$ cat src/lbns_pkg.sv
package lbns_pkg;

  localparam int unsigned MaxNodes = 16;
  localparam int unsigned SlotW    = $clog2(MaxNodes);
  localparam int unsigned CountW   = $clog2(MaxNodes + 1);

  typedef enum logic [1:0] {
    KIND_ADD    = 2'd0,
    KIND_REMOVE = 2'd1,
    KIND_SET    = 2'd2,
    KIND_PICK   = 2'd3
  } kind_e;

  typedef enum logic [1:0] {
    STRAT_RR       = 2'd0,
    STRAT_WEIGHTED = 2'd1,
    STRAT_LEAST    = 2'd2,
    STRAT_UNIFORM  = 2'd3
  } strat_e;

  typedef enum logic [1:0] {
    ST_OK        = 2'd0,
    ST_EMPTY     = 2'd1,
    ST_NO_ACTIVE = 2'd2,
    ST_FULL      = 2'd3
  } status_e;

  typedef struct packed {
    logic [1:0]  kind;
    logic [31:0] node_addr;
    logic [15:0] node_port;
    logic [15:0] weight;
    logic        active_flag;
    logic [31:0] random_value;
  } in_item_t;

  typedef struct packed {
    logic [1:0]  status;
    logic [3:0]  node_slot;
    logic [31:0] picked_addr;
    logic [15:0] picked_port;
  } out_item_t;

  // One table entry as it travels through the ring of cells
  typedef struct packed {
    logic [47:0] key;
    logic [15:0] weight;
    logic        active;
  } entry_t;

  // Per-cycle commands from the sequencer to every cell
  typedef struct packed {
    logic        rotate;   // shift ring by one position
    logic        wr_head;  // overwrite head with wr_entry
    logic        set_w;    // head: weight <- wr_entry.weight, active <- 1
    logic        set_act;  // head: active <- wr_entry.active
    logic        shift;    // ring at rest: close the gap of a removed slot
  } cell_ctl_t;

endpackage

$ cat src/lbns_cell.sv
// One storage cell of the rotating entry ring; loads from its neighbor
// on rotate or shift, the head cell also takes writes from the sequencer.
module lbns_cell import lbns_pkg::*; (
  input  logic      clk_i,
  input  logic      rst_ni,
  input  logic      is_head_i,
  input  logic      shift_i,
  input  logic      clear_i,
  input  cell_ctl_t ctl_i,
  input  entry_t    wr_entry_i,
  input  entry_t    prev_i,
  output entry_t    entry_o
);

  logic [47:0] key_q;
  logic [15:0] weight_q;
  logic        act_q;
  entry_t      ent_d;

  assign entry_o = '{key: key_q, weight: weight_q, active: act_q};

  always_comb begin
    ent_d = entry_o;
    if (ctl_i.rotate || shift_i) begin
      ent_d = prev_i;
    end else if (clear_i) begin
      ent_d.active = 1'b0;
    end else if (is_head_i) begin
      if (ctl_i.wr_head) begin
        ent_d = wr_entry_i;
      end else if (ctl_i.set_w) begin
        ent_d.weight = wr_entry_i.weight;
        ent_d.active = 1'b1;
      end else if (ctl_i.set_act) begin
        ent_d.active = wr_entry_i.active;
      end
    end
  end

  // Payload needs no reset; active bit does
  always_ff @(posedge clk_i) begin
    key_q    <= ent_d.key;
    weight_q <= ent_d.weight;
  end

  always_ff @(posedge clk_i or negedge rst_ni) begin
    if (!rst_ni) begin
      act_q <= 1'b0;
    end else begin
      act_q <= ent_d.active;
    end
  end

endmodule

$ cat src/lbns_ring.sv
// Ring of MaxNodes cells. Cell 0 is the head, visible to the sequencer;
// rotating moves cell i+1 into cell i and the head around to the tail.
// With the ring at rest, a shift loads cells lo..hi-1 from the next cell up
// and clears the active bit of cell hi.
module lbns_ring import lbns_pkg::*; (
  input  logic             clk_i,
  input  logic             rst_ni,
  input  cell_ctl_t        ctl_i,
  input  entry_t           wr_entry_i,
  input  logic [SlotW-1:0] shift_lo_i,
  input  logic [SlotW-1:0] shift_hi_i,
  output entry_t           head_o
);

  entry_t ent [MaxNodes];

  for (genvar g = 0; g < MaxNodes; g++) begin : g_cell
    logic take_next, drop;

    assign take_next = ctl_i.shift && SlotW'(g) >= shift_lo_i && SlotW'(g) < shift_hi_i;
    assign drop      = ctl_i.shift && SlotW'(g) == shift_hi_i;

    lbns_cell u_cell (
      .clk_i      (clk_i),
      .rst_ni     (rst_ni),
      .is_head_i  (g == 0),
      .shift_i    (take_next),
      .clear_i    (drop),
      .ctl_i      (ctl_i),
      .wr_entry_i (wr_entry_i),
      .prev_i     (ent[(g + 1) % MaxNodes]),
      .entry_o    (ent[g])
    );
  end

  assign head_o = ent[0];

endmodule

$ cat src/lbns_divu.sv
// Restoring divider, one quotient bit per cycle; gives remainder only.
module lbns_divu import lbns_pkg::*; (
  input  logic        clk_i,
  input  logic        rst_ni,
  input  logic        start_i,
  input  logic [31:0] num_i,
  input  logic [31:0] den_i,
  output logic        done_o,
  output logic [31:0] rem_o
);

  logic [31:0] num_q, den_q, rem_q;
  logic [5:0]  cnt_q;
  logic        busy_q, done_q;
  logic [32:0] trial;

  assign trial = {rem_q, num_q[31]} - {1'b0, den_q};

  always_ff @(posedge clk_i or negedge rst_ni) begin
    if (!rst_ni) begin
      busy_q <= 1'b0;
      done_q <= 1'b0;
      cnt_q  <= '0;
    end else begin
      done_q <= 1'b0;
      if (start_i) begin
        busy_q <= 1'b1;
        cnt_q  <= 6'd32;
      end else if (busy_q) begin
        cnt_q <= cnt_q - 6'd1;
        if (cnt_q == 6'd1) begin
          busy_q <= 1'b0;
          done_q <= 1'b1;
        end
      end
    end
  end

  always_ff @(posedge clk_i) begin
    if (start_i) begin
      num_q <= num_i;
      den_q <= den_i;
      rem_q <= '0;
    end else if (busy_q) begin
      num_q <= {num_q[30:0], 1'b0};
      if (!trial[32]) begin
        rem_q <= trial[31:0];
      end else begin
        rem_q <= {rem_q[30:0], num_q[31]};
      end
    end
  end

  assign done_o = done_q;
  assign rem_o  = rem_q;

endmodule

$ cat src/load_balance_node_selector.sv
// Load-balancing node selector.
// Input channel in_valid_i/in_stall_o carries one in_item_t transaction:
// add/update, remove, set active bit or pick. Every transaction produces one
// out_item_t result on out_valid_o/out_stall_i (status, slot, address, port).
// The node table lives in a ring of 16 cells that rotates one position per
// cycle past a head cell during a sweep, but holds still for a head write.
// Sweep 1 matches the key, sums weights or counts active nodes and reduces
// the round-robin pointer; sweep 2 writes or picks at the head. Each sweep
// is a full turn, so slot order is restored. From acceptance the sequencer
// runs S_SCAN1, S_SCAN2, S_FIN and S_OUT before out_valid_o rises; a slot
// write pauses sweep 2, and weighted and uniform picks on a non-empty table
// run a 32-bit remainder divider between the sweeps. One transaction is
// handled at a time: the next one is accepted only once the result is taken.
// The strategy register is written on cfg_valid_i/cfg_ready_o while idle;
// a write also clears the round-robin pointer.
// Reset empties the table, clears pointer and strategy. While the receiver
// stalls, the result is held and in_stall_o stays high.
module load_balance_node_selector import lbns_pkg::*; (
  input  logic      clk_i,
  input  logic      rst_ni,
  input  logic      in_valid_i,
  output logic      in_stall_o,
  input  in_item_t  in_item_i,
  output logic      out_valid_o,
  input  logic      out_stall_i,
  output out_item_t out_item_o,
  input  logic      cfg_valid_i,
  output logic      cfg_ready_o,
  input  logic [1:0] cfg_data_i
);

  typedef enum logic [6:0] {
    S_IDLE   = 7'b0000001,
    S_SCAN1  = 7'b0000010,
    S_DSTART = 7'b0000100,
    S_DIV    = 7'b0001000,
    S_SCAN2  = 7'b0010000,
    S_FIN    = 7'b0100000,
    S_OUT    = 7'b1000000
  } state_e;

  state_e state_q, state_d;
  in_item_t item_q;
  strat_e   strat_q;
  logic [CountW-1:0] count_q, count_d;
  logic [SlotW-1:0]  rr_q, rr_d;
  logic [SlotW-1:0]  pos_q;       // slot index currently at head
  logic [SlotW:0]    step_q;      // rotations done in this sweep
  logic              found_q;
  logic [SlotW-1:0]  fslot_q;
  logic [31:0]       total_q;     // active weight sum or active count
  logic [31:0]       acc_q;
  logic [31:0]       point_q;
  logic              picked_q;
  logic [SlotW-1:0]  pslot_q;
  logic [47:0]       pkey_q;
  logic [SlotW-1:0]  rrstart_q;
  logic [SlotW-1:0]  best_dist_q;
  logic              out_valid_q;
  out_item_t         out_q;
  logic              wr_phase_q;
  logic              div_start, div_done;
  logic [31:0]       div_rem;

  cell_ctl_t ctl;
  entry_t    wr_entry, head;

  logic        in_accept, in_live, kmatch, sweep_end, is_pick, table_full, do_write;
  kind_e       item_kind;
  logic [47:0] item_key;
  logic [31:0] inc, acc_next;
  logic [SlotW-1:0] rr_dist, last_slot;

  lbns_ring u_ring (
    .clk_i      (clk_i),
    .rst_ni     (rst_ni),
    .ctl_i      (ctl),
    .wr_entry_i (wr_entry),
    .shift_lo_i (fslot_q),
    .shift_hi_i (last_slot),
    .head_o     (head)
  );

  lbns_divu u_div (
    .clk_i   (clk_i),
    .rst_ni  (rst_ni),
    .start_i (div_start),
    .num_i   (item_q.random_value),
    .den_i   (total_q),
    .done_o  (div_done),
    .rem_o   (div_rem)
  );

  assign item_kind  = kind_e'(item_q.kind);
  assign item_key   = {item_q.node_addr, item_q.node_port};
  assign in_live    = {1'b0, pos_q} < count_q;
  assign kmatch     = in_live && head.key == item_key;
  assign sweep_end  = step_q == (SlotW+1)'(MaxNodes - 1);
  assign is_pick    = item_kind == KIND_PICK;
  assign table_full = count_q == CountW'(MaxNodes);
  assign last_slot  = SlotW'(count_q - CountW'(1));
  assign inc        = (strat_q == STRAT_WEIGHTED) ? {16'd0, head.weight} : 32'd1;
  assign acc_next   = acc_q + inc;

  assign in_stall_o  = state_q != S_IDLE || out_valid_q;
  assign in_accept   = in_valid_i && !in_stall_o;
  assign cfg_ready_o = state_q == S_IDLE && !out_valid_q;
  assign out_valid_o = out_valid_q;
  assign out_item_o  = out_q;

  // Round-robin candidate ordering: slots after start come first
  assign rr_dist = (pos_q > rrstart_q) ? pos_q - rrstart_q - 1'b1
                 : SlotW'(count_q - CountW'(rrstart_q) + CountW'(pos_q) - 1'b1);

  // Head write in sweep 2: the ring holds still while the target slot is at the head
  assign do_write = state_q == S_SCAN2 && !wr_phase_q && !is_pick &&
                    ((found_q && pos_q == fslot_q && item_kind != KIND_REMOVE) ||
                     (!found_q && item_kind == KIND_ADD && !table_full &&
                      {1'b0, pos_q} == count_q));

  // Sequencer: sweep 1 finds/counts, sweep 2 writes or picks
  always_comb begin
    state_d   = state_q;
    div_start = 1'b0;
    count_d   = count_q;
    rr_d      = rr_q;
    case (state_q)
      S_IDLE: begin
        if (cfg_valid_i && cfg_ready_o) rr_d = '0;
        if (in_accept) state_d = S_SCAN1;
      end
      S_SCAN1: begin
        if (sweep_end) begin
          if (is_pick && (strat_q == STRAT_WEIGHTED || strat_q == STRAT_UNIFORM)
              && count_q != '0) begin
            state_d = S_DSTART;
          end else begin
            state_d = S_SCAN2;
          end
        end
      end
      S_DSTART: begin
        div_start = 1'b1;
        state_d   = S_DIV;
      end
      S_DIV: begin
        if (div_done) state_d = S_SCAN2;
      end
      S_SCAN2: begin
        if (sweep_end && !do_write) state_d = S_FIN;
      end
      S_FIN: begin
        state_d = S_OUT;
        if (!is_pick) begin
          if (item_kind == KIND_ADD && !found_q && !table_full) begin
            count_d = count_q + 1'b1;
          end else if (item_kind == KIND_REMOVE && found_q) begin
            count_d = count_q - 1'b1;
          end
        end else if (count_q != '0 && strat_q == STRAT_RR) begin
          rr_d = picked_q ? pslot_q : rrstart_q;
        end
      end
      S_OUT: begin
        state_d = S_IDLE;
      end
      default: state_d = S_IDLE;
    endcase
  end

  // Ring control: rotate while sweeping, write at head, close gap on remove
  always_comb begin
    ctl      = '0;
    wr_entry = '0;
    if (do_write) begin
      if (item_kind == KIND_ADD && found_q) begin
        ctl.set_w       = 1'b1;
        wr_entry.weight = item_q.weight;
      end else if (item_kind == KIND_ADD) begin
        ctl.wr_head = 1'b1;
        wr_entry    = '{key: item_key, weight: item_q.weight, active: 1'b1};
      end else begin
        ctl.set_act     = 1'b1;
        wr_entry.active = item_q.active_flag;
      end
    end else if (state_q == S_SCAN1 || state_q == S_SCAN2) begin
      ctl.rotate = 1'b1;
    end else if (state_q == S_FIN && item_kind == KIND_REMOVE && found_q) begin
      ctl.shift = 1'b1;
    end
  end

  // Control registers
  always_ff @(posedge clk_i or negedge rst_ni) begin
    if (!rst_ni) begin
      state_q     <= S_IDLE;
      strat_q     <= STRAT_RR;
      count_q     <= '0;
      rr_q        <= '0;
      out_valid_q <= 1'b0;
      wr_phase_q  <= 1'b0;
    end else begin
      state_q    <= state_d;
      count_q    <= count_d;
      rr_q       <= rr_d;
      wr_phase_q <= do_write;
      if (cfg_valid_i && cfg_ready_o) strat_q <= strat_e'(cfg_data_i);
      if (state_q == S_OUT) begin
        out_valid_q <= 1'b1;
      end else if (out_valid_q && !out_stall_i) begin
        out_valid_q <= 1'b0;
      end
    end
  end

  // Sweep bookkeeping
  always_ff @(posedge clk_i or negedge rst_ni) begin
    if (!rst_ni) begin
      pos_q  <= '0;
      step_q <= '0;
    end else if (ctl.rotate) begin
      pos_q  <= pos_q + 1'b1;
      step_q <= sweep_end ? '0 : step_q + 1'b1;
    end else if (state_q != S_SCAN2) begin
      pos_q  <= '0;
      step_q <= '0;
    end
  end

  // Scan data path
  always_ff @(posedge clk_i) begin
    if (in_accept) begin
      item_q      <= in_item_i;
      found_q     <= 1'b0;
      fslot_q     <= '0;
      total_q     <= '0;
      acc_q       <= '0;
      picked_q    <= 1'b0;
      pslot_q     <= '0;
      pkey_q      <= '0;
      best_dist_q <= '1;
      rrstart_q   <= rr_q;
    end
    if (state_q == S_SCAN1) begin
      // pointer mod count by repeated subtraction, done within the sweep
      if (count_q != '0 && {1'b0, rrstart_q} >= count_q)
        rrstart_q <= SlotW'({1'b0, rrstart_q} - count_q);
      if (kmatch && !found_q) begin
        found_q <= 1'b1;
        fslot_q <= pos_q;
      end
      if (in_live && head.active) total_q <= total_q + inc;
    end
    if (state_q == S_DIV && div_done) point_q <= div_rem;
    if (state_q == S_SCAN2 && is_pick && in_live && head.active) begin
      acc_q <= acc_next;
      case (strat_q)
        STRAT_RR: begin
          if (!picked_q || rr_dist < best_dist_q) begin
            best_dist_q <= rr_dist;
            picked_q <= 1'b1;
            pslot_q  <= pos_q;
            pkey_q   <= head.key;
          end
        end
        STRAT_WEIGHTED, STRAT_LEAST: begin
          if (!picked_q && (strat_q == STRAT_LEAST || acc_next > point_q)) begin
            picked_q <= 1'b1;
            pslot_q  <= pos_q;
            pkey_q   <= head.key;
          end
        end
        STRAT_UNIFORM: begin
          if (!picked_q && acc_q == point_q) begin
            picked_q <= 1'b1;
            pslot_q  <= pos_q;
            pkey_q   <= head.key;
          end
        end
        default: ;
      endcase
    end
    // Result built while the count still holds its value before this item
    if (state_q == S_FIN) begin
      out_q <= '0;
      if (is_pick) begin
        if (count_q == '0) out_q.status <= ST_EMPTY;
        else if (!picked_q || (strat_q == STRAT_WEIGHTED && total_q == '0))
          out_q.status <= ST_NO_ACTIVE;
        else begin
          out_q.status      <= ST_OK;
          out_q.node_slot   <= 4'(pslot_q);
          out_q.picked_addr <= pkey_q[47:16];
          out_q.picked_port <= pkey_q[15:0];
        end
      end else if (item_kind == KIND_ADD && !found_q && table_full) begin
        out_q.status <= ST_FULL;
      end
    end
  end

endmodule

$ cat config.mk
export PLATFORM = sky130hd
export DESIGN_NAME = load_balance_node_selector
export DESIGN_NICKNAME = d
export VERILOG_FILES = /design/src/lbns_pkg.sv /design/src/lbns_cell.sv /design/src/lbns_ring.sv /design/src/lbns_divu.sv /design/src/load_balance_node_selector.sv
export SDC_FILE = /design/constraint.sdc
export NUM_CORES = 2
export LEC_CHECK = 0
export ABC_AREA = 1
export ABC_CLOCK_PERIOD_IN_PS = 10700
export BUFFER_PORTS_ARGS = -buffer_cell sky130_fd_sc_hd__buf_2
export CAP_MARGIN = 20
export CORE_UTILIZATION = 50
export CTS_CLUSTER_DIAMETER = 30
export CTS_CLUSTER_SIZE = 24
export DETAILED_ROUTE_END_ITERATION = 6
export GPL_TIMING_DRIVEN = 0
export HOLD_SLACK_MARGIN = 0.15
export PLACE_DENSITY = 0.69
export SYNTH_ARGS = -nofsm -noshare
export SYNTH_HDL_FRONTEND = slang
export SYNTH_SLANG_ARGS = --single-unit
$ cat constraint.sdc
create_clock -name clk_i -period 10.7 [get_ports clk_i]
set_input_delay 1.07 -clock clk_i [delete_from_list [all_inputs] [get_ports clk_i]]
set_output_delay 1.07 -clock clk_i [all_outputs]
set_load 0.02 [all_outputs]
# Yosys cells after proc, flatten, opt, wreduce, memory -nomap -nowiden
# Cells that the tools add are included.
# totals
input_bits,106
regBits,1488
word_cells,457
out_inout_bits,57
# classes
eq_ne,45
reduce_logical,149
magnitude_cmp,37
bitwise,1
n_mux,129
add_sub_neg,14
# op_table
operator,count
two-way mux 48 bit,7
two-way mux 32 bit,8
one-hot mux 48 bit (3 select lines),1
two-way mux 65 bit,2
two-way mux 64 bit,2
two-way mux 4 bit,22
logical AND 1 bit,80
adder 32 x 16 -> 32 bit,2
two-way mux 1 bit,62
equality test 48 bit,1
two-way mux 16 bit,3
nonzero test 2 bit,22
one-hot mux 7 bit (6 select lines),1
subtractor 33 x 32 -> 33 bit,1
equality test 32 bit,1
"equality test 4 bit, first input constant",8
">= comparator 4 bit, first input constant",8
greater-than comparator 32 bit,1
zero test 32 bit,1
"< comparator 4 bit, first input constant",8
two-way mux 5 bit,6
two-way mux 7 bit,4
logical OR 1 bit,23
two-way mux 17 bit,1
other kinds (56),100

# Longest topological paths before layout
# logic_depth
word_depth,12
depth_mapped,37

# Modules after synthesis
# Synthesis repeated with hierarchy kept, for this count alone.
# hier_totals
hier_cells,8920
area_unflattened_um2,75956.6
# by_module_without_submodules
module,cells_each,n_inst,area_per_inst_um2
lbns_cell,296,16,2887.8
load_balance_node_selector,3056,1,22351.4
lbns_divu,1027,1,6972.9
lbns_ring,101,1,427.9

# Least setup slack after synthesis
# Ideal clock, no wire load.
# synth_timing
kind,reg2reg
startpoint,register state_q[1]
endpoint,register u_ring.g_cell[13].u_cell.act_q
setup_ps,435
path_stages_with_launch,7
arrival_ps,9923
path_buffers,0
setup_slack_ps,342
synth_period_minus_slack_ps,10358
cell_sequence,dfrtp_1 -> nor2_2 -> nand2_2 -> nor4_4 -> nand3_1 -> o41ai_1 -> o21ai_0
# synth_between
elab_chain_len,10
# synth_lines
item,line_no,text
from (decl),load_balance_node_selector.sv:42,"state_e state_q, state_d;"
from (signal assigned),load_balance_node_selector.sv:203,state_q <= state_d;
equality test 7 x 6 -> 1 bit,load_balance_node_selector.sv:188,end else if (state_q == S_FIN && item_kind == KIND_REMOVE && found_q) begin
logical AND 1 bit (2 in a row),load_balance_node_selector.sv:188,
two-way mux 1 bit,load_balance_node_selector.sv:188,
two-way mux 1 bit,load_balance_node_selector.sv:186,end else if (state_q == S_SCAN1 || state_q == S_SCAN2) begin
two-way mux 1 bit,load_balance_node_selector.sv:175,if (do_write) begin
logical AND 1 bit (2 in a row),lbns_ring.sv:20,assign take_next = ctl_i.shift && SlotW'(g) >= shift_lo_i && SlotW'(g) < shift_hi_i;
logical OR 1 bit,lbns_cell.sv:24,if (ctl_i.rotate || shift_i) begin
two-way mux 1 bit or nonzero test 2 bit (tied branches),n/a,
to (signal assigned),lbns_cell.sv:50,act_q <= ent_d.active;
to (decl),lbns_cell.sv:17,logic act_q;
# Parallel ways exist; a longest one is shown, timed or not.
# A chain may end at the register's enable or synchronous reset.

# Worst setup path in the final report
# layout_timing
startpoint,register strat_q[1]
endpoint,register pkey_q[2]
# layout_between
elab_chain_len,9
# layout_lines
item,line_no,text
from (decl),load_balance_node_selector.sv:44,strat_e strat_q;
from (signal assigned),load_balance_node_selector.sv:207,if (cfg_valid_i && cfg_ready_o) strat_q <= strat_e'(cfg_data_i);
equality test 2 x 1 -> 1 bit,load_balance_node_selector.sv:102,"assign inc = (strat_q == STRAT_WEIGHTED) ? {16'd0, head.weight} : 32'd1;"
two-way mux 16 bit,load_balance_node_selector.sv:102,
adder 32 x 16 -> 32 bit,load_balance_node_selector.sv:103,assign acc_next = acc_q + inc;
net acc_next[31],load_balance_node_selector.sv:71,"logic [31:0] inc, acc_next;"
greater-than comparator 32 bit,load_balance_node_selector.sv:267,if (!picked_q && (strat_q == STRAT_LEAST || acc_next > point_q)) begin
logical OR 1 bit,load_balance_node_selector.sv:267,
logical AND 1 bit,load_balance_node_selector.sv:267,
two-way mux 48 bit,load_balance_node_selector.sv:267,
one-hot mux 48 bit (3 select lines),load_balance_node_selector.sv:257,case (strat_q)
two-way mux 48 bit,load_balance_node_selector.sv:255,if (state_q == S_SCAN2 && is_pick && in_live && head.active) begin
to (signal assigned),load_balance_node_selector.sv:263,pkey_q <= head.key;
to (signal assigned),load_balance_node_selector.sv:270,pkey_q <= head.key;
to (signal assigned),load_balance_node_selector.sv:277,pkey_q <= head.key;
to (decl),load_balance_node_selector.sv:56,logic [47:0] pkey_q;
# The timed path passes the listed nets, and every way through them passes these cells.

==> results.cfg <==
[status]
outcome = finished with violations
violations_in_the_final_reports = design-rule violations

[grt]
first_pass_grt_wire_length_mm = 237
maximum_number_of_pins_on_one_net_before_global_route_repair = 72
grt_remaining_overflow = 0
grt_usage_pct = 26.5
grt_pass1_vias = 38400
grt_antenna_before_repair = 3

[setup_path]
timing.critical_path.arrival_ns = 8.00
cp_slowest_stage_delay_ns = 0.66
timing.critical_path.max_delay_family = simple AND/OR/NAND/NOR gates
cp.buffers_inverters = 7
crit_type = register to register
worst-path-max-fanout = 10
crit_path_start_kind = register
cp_common_cell = nand2_1
crit_path_top_delay_cell = nor2_1
worst_ep_required_time_ns = 11.54
worstSetupEndpointType = register

[route]
number_of_iterations_in_the_first_detailed_routing_pass = 7
postRouteWirelength_mm = 160
vias = 38800
wl_per_cell_um = 22.3
routed_via_density = 5.42
dr.first_iter.drc_count = 4250
drcViolationCount = 8
drt.antenna.violating_nets = 0

[synth]
post_synth_instance_area_mm2 = 0.0596
synth-seq-area-share_pct = 72.4
ys.flop_type = edfxtp_1
synth-edff-count = 1305
synth_area_leader_cell = edfxtp_1
synthTopCellsByArea = edfxtp_1, nand2_1, dfxtp_1, inv_1, nand3_1
ys.warnings.count = 0
synth.avg_cell_area_um2 = 12.2
netlist.area_leader.share_pct = 65.8
post_synth_arst_share_pct = 3.56
ys_types = 59
ys_ff_latch = 1488
postSynthCellCount = 4882
post_synth_net_total = 5115

[clocking]
tritoncts = built
clk_latency_worst_skew_pair_ns = 0.91
ctsResizeCount = 0
cts_buffer_count = 294
cts_setup_buffers = 0
cts.sink_count = 1488
postCtsHoldBufs = 1
clock_path_buffers = 4
cts_root_buffer = clkbuf_16
h-tree-depth = 5
clkSlewWorstSetupHoldPaths_ns = 0.06

[power]
max-vdd-ir-drop_mv = 0.220
power.density_mw_per_mm2 = 295
leakage_power_figure_nw = 29.3

[timing]
timing_max_transition_violations_final = 0
finalWorstPathRequiredPeriod_ns = 7.16
rsz_0062_raised_after_global_routing = no
layout_worst_path_cycle_share_pct = 67.0
timing.clock.skew_ns = 0.0895
final-hold-violation-count = 0
timing.slew.headroom_pct = 21.1
setup_viol_count_final = 0
worst-slew-pin-transition_ns = 1.18
fmax_mhz = 140

[cells_and_area]
finish.instance_area_mm2 = 0.0732
nets = 5645
finalNonFillerCells = 7164
fillCellCount = 8860
layout.cells.most_common = edfxtp_1
antenna_cells_inserted = 0
final_cell_mix = edfxtp_1, nand2_1, inv_1, nand3_1, clkbuf_16
layout-drive-gt1-share_pct = 13.8
areaGrowthSynthToFinish_pct = 22.9

[die]
initial_utilization_pct = 50.5
die-area_mm2 = 0.121
floorplan.rows = 126
ioPinCount = 163
die_h_um = 347
die_width_um = 347
fp.coreArea_mm2 = 0.118

[placement]
buffer_ports.inserted = 162
globalplace.congestion = 0.941
detailedPlacementHpwl_mm = 109
post_placement_cell_area_mm2 = 0.0635
place.detailed.instances = 6651

[worst_hold_path]
min-delay-path-class = input pin to register

[flow_run]
drv.max_cap_violation_count = 0
[cells in the mapped netlist, drive strengths merged (8+ instances only)]
cell type and n:
o31ai 11, a21boi 8, o21ai 229, o22ai 31, ha 120, dfxtp 130
nand3b 10, o211ai 62, edfxtp 1305, inv 641, dfrtp 52, nor3 39
xnor2 34, buf 56, nand4 38, xor2 69, clkbuf 87, o2111ai 14
nor4 23, a21oi 148, nand2 1028, nand3 429, nor2 258
[per-stage QoR]
stage	setup WS, ns	setup TNS [ns]	total power [mW]	util (%)	hold WS, ns
2_1_floorplan	0.342	0	11.0	-	0.400
3_3_place_gp	-7.11	-3039.78	12.7	52.8	0.400
3_5_place_dp	3.51	0	12.7	53.8	0.405
4_1_cts	3.42	0	21.7	62.0	0.298
5_1_grt	3.02	0	22.4	62.0	0.311
6_report	3.54	0	21.6	62.0	0.342
[cell families (layout without fill, tap and decap cells)]
logic type | Yosys count | in the layout | synth area share, %
buf+inv | 785 | 1531 | 5.09
compound gates | 544 | 544 | 5.28
fa+ha+maj | 127 | 127 | 2.75
xor+xnor | 103 | 103 | 1.51
flops | 1488 | 1488 | 72.4
simple gates | 1835 | 1835 | 13.0
[area by class of cell]
class                   count  area (µm²)  share of cell area [%]
plain buffers             143         634                   0.866
clock buffers             329        7700                    10.5
clock inverters           183        1960                    2.68
inverters                 642        2410                    3.29
multi-input cells        2609       13600                    18.6
flip-flops and latches   1488       43100                    58.9
well taps                1536        1920                    2.63
repair buffers            234        1870                    2.56
[where the power goes]
group / switching (mW) / internal (mW) / leakage (nW) / total, mW
logic: 2.77 / 1.04 / 10.8 / 3.81
clock network: 3.04 / 5.85 / 4.67 / 8.89
registers: 0.679 / 8.21 / 13.8 / 8.89
[flip-flops by register name, indices dropped and copies added, names as in the netlist, 5 cells and up]
register and cells:
acc_q 32, count_q 5, item_key 48, item_q 49
out_item_o 54, pkey_q 48, point_q 32, state_q 7
step_q 5, total_q 32, u_div.cnt_q 6, u_div.den_q 32
u_div.num_q 32, u_div.rem_o 32, u_ring.g_cell.u_cell.act_q 16, u_ring.g_cell.u_cell.key_q 768
u_ring.g_cell.u_cell.weight_q 256
[metal layers]
layer,wire length [µm],global-route usage [%]
met5,0,0
met2,71600,40.6
met3,12200,5.55
met4,5510,10.5
met1,70200,37.2
[path summary, 6_finish.rpt]
check                                                   start                                  to  slack (ns)  cells past startpoint
setup / recovery                                   strat_q[1]                           pkey_q[2]        3.54                     34
hold / removal                                  in_item_i[64]                        item_key[15]        0.34                      1
hold reg to reg            u_ring.g_cell[15].u_cell.key_q[10]  u_ring.g_cell[14].u_cell.key_q[10]        0.35                      0
min in group asynchronous                              rst_ni                        u_div.done_o        0.69                      2
setup reg to reg                                   strat_q[1]                           pkey_q[2]        3.54                     34
max in group asynchronous                              rst_ni                          wr_phase_q        9.44                      3
Power figures use the tool's default switching activity.
